**src/rtl/core/gcpe_pkg.sv**
```systemverilog
// Package with the constants, types and helper functions of the grid cell pop effect block.
package gcpe_pkg;

  localparam logic [31:0] LcgMul   = 32'd1103515245;
  localparam logic [31:0] LcgAdd   = 32'd12345;
  localparam logic [31:0] RowHash  = 32'd2654435761;
  localparam logic [31:0] ColHash  = 32'd2246822519;

  localparam int unsigned MaxRows  = 256;
  localparam int unsigned MaxCols  = 256;

  // Reciprocals for the constant divisions; the dividend is pre-shifted right by two bits.
  localparam logic [29:0] Recip125 = 30'd549755814;  // ceil(2^36 / 125)
  localparam int unsigned Shift125 = 36;
  localparam logic [29:0] Recip25  = 30'd687194768;  // ceil(2^34 / 25)
  localparam int unsigned Shift25  = 34;

  localparam logic [31:0] StartSpan    = 32'd500;
  localparam logic [31:0] ColorSpan    = 32'd100;
  localparam logic [6:0]  AltBelow     = 7'd45;
  localparam logic [9:0]  FadeMin      = 10'd300;
  localparam logic [10:0] FullLimit    = 11'd165;
  localparam logic [10:0] PartialLimit = 11'd330;

  typedef enum logic [2:0] {
    RegHashSeed     = 3'd0,
    RegCellPitch    = 3'd1,
    RegFullSize     = 3'd2,
    RegFullInset    = 3'd3,
    RegPartialSize  = 3'd4,
    RegPartialInset = 3'd5,
    RegPrimaryColor = 3'd6,
    RegAltColor     = 3'd7
  } cfg_reg_e;

  typedef struct packed {
    logic [31:0] hash_seed;
    logic [7:0]  cell_pitch;
    logic [7:0]  full_side;
    logic [7:0]  full_inset;
    logic [7:0]  partial_side;
    logic [7:0]  partial_inset;
    logic [7:0]  primary_color;
    logic [7:0]  alt_color;
  } cfg_t;

  // Fields that ride along the pipeline next to the random values.
  typedef struct packed {
    logic [15:0] pos_x;
    logic [15:0] pos_y;
    logic [9:0]  progress;
    logic        eligible;
  } carry_t;

  // One step of the 31-bit linear congruential generator.
  function automatic logic [30:0] lcg_advance(input logic [31:0] s);
    logic [31:0] t;
    t = s * LcgMul + LcgAdd;
    return t[30:0];
  endfunction

  // Position plus inset, saturated to 16 bits.
  function automatic logic [15:0] sat_add(input logic [15:0] p, input logic [7:0] inset);
    logic [16:0] sum;
    sum = {1'b0, p} + {9'd0, inset};
    return sum[16] ? 16'hffff : sum[15:0];
  endfunction

endpackage

```
**src/rtl/core/gcpe_cfg_regs.sv**
```systemverilog
// Configuration register file of the grid cell pop effect block.
module gcpe_cfg_regs (
  input  logic               clk_i,
  input  logic               rst_ni,
  input  logic               cfg_valid_i,
  output logic               cfg_ready_o,
  input  logic [2:0]         cfg_addr_i,
  input  logic [31:0]        cfg_data_i,
  output gcpe_pkg::cfg_t     cfg_o
);

  gcpe_pkg::cfg_t cfg_q, cfg_d;
  gcpe_pkg::cfg_reg_e addr;

  assign cfg_ready_o = 1'b1;
  assign addr = gcpe_pkg::cfg_reg_e'(cfg_addr_i);

  always_comb begin
    cfg_d = cfg_q;
    if (cfg_valid_i) begin
      unique case (addr)
        gcpe_pkg::RegHashSeed:     cfg_d.hash_seed     = cfg_data_i;
        gcpe_pkg::RegCellPitch:    cfg_d.cell_pitch    = cfg_data_i[7:0];
        gcpe_pkg::RegFullSize:     cfg_d.full_side     = cfg_data_i[7:0];
        gcpe_pkg::RegFullInset:    cfg_d.full_inset    = cfg_data_i[7:0];
        gcpe_pkg::RegPartialSize:  cfg_d.partial_side  = cfg_data_i[7:0];
        gcpe_pkg::RegPartialInset: cfg_d.partial_inset = cfg_data_i[7:0];
        gcpe_pkg::RegPrimaryColor: cfg_d.primary_color = cfg_data_i[7:0];
        gcpe_pkg::RegAltColor:     cfg_d.alt_color     = cfg_data_i[7:0];
        default:                   cfg_d = cfg_q;
      endcase
    end
  end

  always_ff @(posedge clk_i or negedge rst_ni) begin
    if (!rst_ni) begin
      cfg_q.hash_seed     <= 32'd0;
      cfg_q.cell_pitch    <= 8'd8;
      cfg_q.full_side     <= 8'd6;
      cfg_q.full_inset    <= 8'd1;
      cfg_q.partial_side  <= 8'd4;
      cfg_q.partial_inset <= 8'd2;
      cfg_q.primary_color <= 8'd255;
      cfg_q.alt_color     <= 8'd0;
    end else begin
      cfg_q <= cfg_d;
    end
  end

  assign cfg_o = cfg_q;

endmodule

```
**config.mk**
```make
export PLATFORM = sky130hd
export DESIGN_NAME = gcpe_cfg_regs
export DESIGN_NICKNAME = d
export VERILOG_FILES = /design/src/rtl/core/gcpe_pkg.sv /design/src/rtl/core/gcpe_cfg_regs.sv
export SDC_FILE = /design/constraint.sdc
export NUM_CORES = 1
export LEC_CHECK = 0
export CORE_MARGIN = 1
export CORE_UTILIZATION = 50
export CTS_BUF_LIST = sky130_fd_sc_hd__clkbuf_2
export CTS_CLUSTER_SIZE = 30
export DETAILED_ROUTE_END_ITERATION = 8
export DONT_BUFFER_PORTS = 1
export GPL_TIMING_DRIVEN = 1
export SETUP_SLACK_MARGIN = 0.1
export SLEW_MARGIN = 20
export SYNTH_ARGS = -nofsm -noshare
export SYNTH_HDL_FRONTEND = slang
export SYNTH_SLANG_ARGS = --single-unit
```
**constraint.sdc**
```tcl
create_clock -name clk_i -period 0.9 [get_ports clk_i]
set_input_delay 0.18 -clock clk_i [delete_from_list [all_inputs] [get_ports clk_i]]
set_output_delay 0.18 -clock clk_i [all_outputs]
set_load 0.05 [all_outputs]
```
==> results_dict.tcl, run 1 <==
set metrics [dict create \
    outcome "complete, but fails checks" \
    violations "DRC, hold timing, setup timing" \
    layout_commonest_cell "buf_6" \
    layout_common_cells "buf_6 (105), dfrtp_1 (74), mux2_4 (58), dlygate4sd3_1 (32), mux2_2 (30)" \
    clkTransAtPathRegs_ns 0.26 \
    r2r_slack_ns -0.14 \
    clk_path_buf_depth 2 \
    synth_fp_nets 234 \
    grt_max_degree 89 \
    setup_viol 119 \
    cts_tree "yes" \
    drtPass1Iterations 6 \
    die_w_um 84.2 \
    gp_congestion 0.759 \
    cp-end-kind "output pin" \
    largest_reg_flops 88 \
    ir_worst_vdd_v 0.00193 \
    numPortBuffers 0 \
    root_buffer "clkbuf_2" \
    drive_gt1_frac 0.695 \
    fillCellCount 242 \
    wire_per_inst_um 21.5 \
    p_per_area_nw_per_um2 2720 \
    nets 397 \
    antenna_found_initial 1 \
    switching_power_mw 6.25 \
    drtIter0Drc 78 \
    syn-cell-area_um2 3380 \
    ys_seq_area_frac 0.657 \
    finalInstanceArea_um2 5680 \
    fin_crit_sh 1.60 \
    p_leak_nw 2.69 \
    cp_slowest_cell "dfstp_2" \
    num_vias 2317 \
    cts_sinks 88 \
    track_usage 0.250 \
    synth-seq-cells 88 \
    finalMaxSlewViolations 0 \
    rsz0062_at_grt "yes" \
    die_h_um 84.2 \
    grt.overflow.total 0 \
    dpl_cell_area_um2 4500 \
    switching_share 0.404 \
    cap_violations 0 \
    fmax_mhz 696 \
    vias_per_cell 5.24 \
    fin_crit_ns 1.44 \
    rows 29 \
    hold_viol_final 88 \
    place_hpwl_um 5190 \
    ys.warnings.count 0 \
    max_stage_delay_ns 0.62 \
    postLayoutSetupSlackWorst_ns -0.536 \
    p_int_mw 9.22 \
    grt_pass1_wl_um 13400 \
    synth.distinct_cells 12 \
    path_max_fanout 2 \
    ios 127 \
    core_area_um2 6420 \
    worstSetupPathType "flip-flop to output pin" \
    seqPwrFrac 0.373 \
    grt_pass1_vias 2593 \
    holdBufCountCts 32 \
    drt-total-wl_um 9520 \
    skew_ns 0 \
    cp.required_ns 0.72 \
    cts_buffers 9 \
    min_path_type "primary input to async pin" \
    comb_power_share 0.501 \
    dieArea_um2 7090 \
    syn_to_final_growth_pct 68.1 \
    drc 10 \
    start_util 0.526 \
    tns_ns -36.20 \
    worstPathArrival_ns 1.26 \
    total_power_mw 15.5 \
    path_buf_inv 1 \
    synth_area_per_cell_um2 17.2 \
    start_kind "flip-flop" \
    crit_family "flip-flops" \
    hold_ws_ns -0.700 \
    p_clk_frac 0.126 \
    place_ws_ns -0.405 \
    htreeDepth 3 \
    clk_latency_ns 0.47 \
    syn_inst 196 \
    path_cells "buf_12" \
    ant_nets 0 \
]
final cells by class:
class                           count  area (um2)  area share
Antenna cell                        1        2.50    0.000440
Clock buffer                       13        65.1      0.0115
Clock inverter                      3        45.0     0.00793
Multi-Input combinational cell     97        1320       0.232
Sequential cell                    88        2220       0.391
Tap cell                           77        96.3      0.0170
Timing Repair Buffer              163        1940       0.341
cells in the mapped netlist:
| cell | instances | area share |
|---|---|---|
| mux2_2 | 86 | 0.29 |
| dfrtp_1 | 74 | 0.55 |
| dfstp_2 | 14 | 0.11 |
| buf_2 | 6 | 0.0089 |
| buf_6 | 3 | 0.010 |
| nand4b_1 | 3 | 0.0078 |
| nor4bb_1 | 3 | 0.0089 |
| buf_4 | 2 | 0.0044 |
| mux2_1 | 2 | 0.0067 |
| conb_1 | 1 | 0.0011 |
| nand4_1 | 1 | 0.0019 |
| nor4b_4 | 1 | 0.0070 |
worst paths after layout:
check / end / cells past startpoint / start
hold reg to reg: cfg_o[36] / 1 / cfg_o[36]
setup / recovery: cfg_o[14] / 1 / cfg_o[14]
setup reg to reg: cfg_o[63] / 3 / cfg_o[63]
min in group clk_i: cfg_o[45] / 3 / cfg_addr_i[0]
max in group asynchronous: cfg_o[32] / 0 / rst_ni
hold / removal: cfg_o[68] / 0 / rst_ni
routing by layer:
metal	GRT usage	wire, um	up-vias	share of wire
met5	0	0	-	0
met4	0.0925	143	0	0.015
met3	0.0659	495	16	0.052
met2	0.433	5090	80	0.53
met1	0.301	3790	1198	0.40
li1	-	-	1023	-
power by group through the flow:
| stage | Combinational, mW | Clock (mW) | Sequential [mW] |
|---|---|---|---|
| 2_1_floorplan | 1.08 | 0 | 8.56 |
| 3_3_place_gp | 6.13 | 0 | 5.52 |
| 3_5_place_dp | 6.21 | 0 | 5.60 |
| 4_1_cts | 7.36 | 1.97 | 5.63 |
| 5_1_grt | 7.96 | 2.15 | 5.85 |
| 6_report | 7.75 | 1.96 | 5.76 |
metrics by stage:
| stage | hold WS [ns] | util | cells |
|---|---|---|---|
| after detailed placement | -0.114 | 0.701 | 358 |
| after global placement | -0.113 | 0.701 | 358 |
| final | -0.700 | 0.885 | 442 |
| after CTS | -0.708 | 0.853 | 438 |
| after floorplan | -0.116 | - | 196 |
| after global routing | -0.779 | 0.885 | 442 |
logic make-up after synthesis:
kind of cell	after synthesis	share of synthesized area
flip-flops	88	0.657
AND/OR/NAND/NOR	8	0.0255
multiplexers	88	0.293
other	1	0.00111
buffers and inverters	11	0.0233
repair_timing:
action	in CTS	in global routing
endpoints found under the hold margin	176	88
buffers inserted	32	14
resized for setup	82	48
endpoints found under the setup margin	93	160
Note: power is estimated with default switching activity, not from simulation.
==> inputs of run 2 (changes only) <==
==> constraint.sdc (replaced) <==
create_clock -name clk_i -period 1.34 [get_ports clk_i]
set_input_delay 0.268 -clock clk_i [delete_from_list [all_inputs] [get_ports clk_i]]
set_output_delay 0.268 -clock clk_i [all_outputs]
set_load 0.05 [all_outputs]
==> run 2 against run 1 <==
Compared with the run above:
- the flow still finishes with violations (DRC, hold timing, setup timing)
- critical endpoint is now cfg_o[10]
- final area is 8.5% lower
- clock power is 35% lower
- clock skew stayed put
- utilization is 7.5 points lower
- non-clock buffer count is 6 lower
- die area stayed put
- flip-flop and latch count stayed put
- register-to-register slack better by 0.40 ns
- critical path type unchanged
==> results_dict.tcl, run 2 (synthesis results as in run 1) <==
set metrics [dict create \
    violations "DRC, hold timing, setup timing" \
    wl_met2_um 4330 \
    tns_ns -3.69 \
    numPortBuffers 0 \
    fin_crit_sh 1.13 \
    drtPass1Iterations 6 \
    p_per_area_nw_per_um2 1860 \
    start_kind "flip-flop" \
    ir_worst_vdd_v 0.00125 \
    num_vias 2257 \
    rsz0062_at_grt "yes" \
    crit_start "cfg_o[10]" \
    die_w_um 84.2 \
    p_leak_nw 2.43 \
    syn_to_final_growth_pct 53.8 \
    cts_tree "yes" \
    worstRegToRegCells 3 \
    final_util 0.809 \
    track_usage 0.245 \
    outcome "complete, but fails checks" \
    topRoutingLayerUsed "met4" \
    grt_pass1_vias 2487 \
    ant_nets 0 \
    grt.overflow.total 0 \
    nets 391 \
    dieArea_um2 7090 \
    root_buffer "clkbuf_2" \
    path_max_fanout 2 \
    drtIter0Drc 55 \
    htreeDepth 3 \
    cp.required_ns 1.07 \
    die_h_um 84.2 \
    worstSetupPathType "flip-flop to output pin" \
    fillCellCount 347 \
    setup_viol 69 \
    drc 12 \
    fin_crit_ns 1.52 \
    antenna_found_initial 0 \
    cp.depth 0 \
    hold_ws_ns -0.609 \
    skew_ns 0 \
    cts_buffers 9 \
    multi_input_area_um2 1230 \
    drive_gt1_frac 0.684 \
    grt_pass1_wl_um 13100 \
    clkTransAtPathRegs_ns 0.25 \
    place_ws_ns -0.0420 \
    drt-total-wl_um 8230 \
    r2r-end "cfg_o[77]" \
    wl_met1_um 3310 \
    place_hpwl_um 5100 \
    start_util 0.526 \
    antenna_cells 0 \
    clk_path_buf_depth 2 \
    largest_reg_flops 88 \
    grt_max_degree 89 \
    layout_common_cells "dfrtp_1 (74), buf_6 (74), mux2_2 (53), buf_4 (50), mux2_4 (34)" \
    finalMaxSlewViolations 0 \
    min_path_type "primary input to async pin" \
    met3_length_um 471 \
    ios 127 \
    core_area_um2 6420 \
    r2r_slack_ns 0.26 \
    rr_startpoint "cfg_o[77]" \
    postLayoutSetupSlackWorst_ns -0.177 \
    wire_per_inst_um 18.9 \
    total_power_mw 9.68 \
    holdBufCountCts 32 \
    cp-end-kind "output pin" \
    worstPathArrival_ns 1.25 \
    cts_sinks 88 \
    seq_area_um2 2220 \
    fmax_mhz 659 \
    vias_per_cell 5.19 \
    hold_viol_final 88 \
    rows 29 \
    cap_violations 0 \
    clk_latency_ns 0.47 \
    gp_congestion 0.759 \
]
-- run 2: changes by cell type in the layout (fill, tap and decap cells not counted), moves of 18 or more --
| cell | before | now |
|---|---|---|
| buf_12 | 19 | 1 |
| buf_4 | 7 | 50 |
| buf_6 | 105 | 74 |
| mux2_2 | 30 | 53 |
| mux2_4 | 58 | 34 |
-- run 2: area by class of cell --
cell class | count | area share
Clock inverter | 4 | 0.00890
Multi-Input combinational cell | 97 | 0.236
Tap cell | 77 | 0.0185
Sequential cell | 88 | 0.427
Timing Repair Buffer | 157 | 0.298
Clock buffer | 12 | 0.0116
-- run 2: metal layers --
metal  GRT usage  vias up
met5           0        -
met4       0.100        0
met3      0.0649       11
met2       0.427       81
met1       0.290     1157
li1            -     1008
-- run 2: worst max path at each step --
stage                endpoint
floorplan           cfg_o[61]
global placement    cfg_o[81]
detailed placement  cfg_o[77]
CTS                 cfg_o[10]
global route         cfg_o[8]
finish              cfg_o[10]
-- run 2: power breakdown --
| part | switching, mW | internal (mW) | total (mW) |
|---|---|---|---|
| combinational | 2.37 | 1.92 | 4.29 |
| sequential | 0.787 | 3.32 | 4.11 |
| clock | 0.833 | 0.446 | 1.28 |
| total | 3.99 | 5.69 | 9.68 |
-- run 2: repair_timing --
| action | CTS | global route |
|---|---|---|
| buffers inserted | 28 | 17 |
| endpoints found under the setup margin | 88 | 88 |
| endpoints found under the hold margin | 176 | 88 |
| pin swaps | 0 | 0 |
| resized for setup | 74 | 0 |
-- run 2: metrics by stage --
step	std cells	instance area, um2
2_1_floorplan	196	3550
3_3_place_gp	342	4160
3_5_place_dp	342	4160
4_1_cts	418	5070
5_1_grt	435	5200
6_report	435	5200
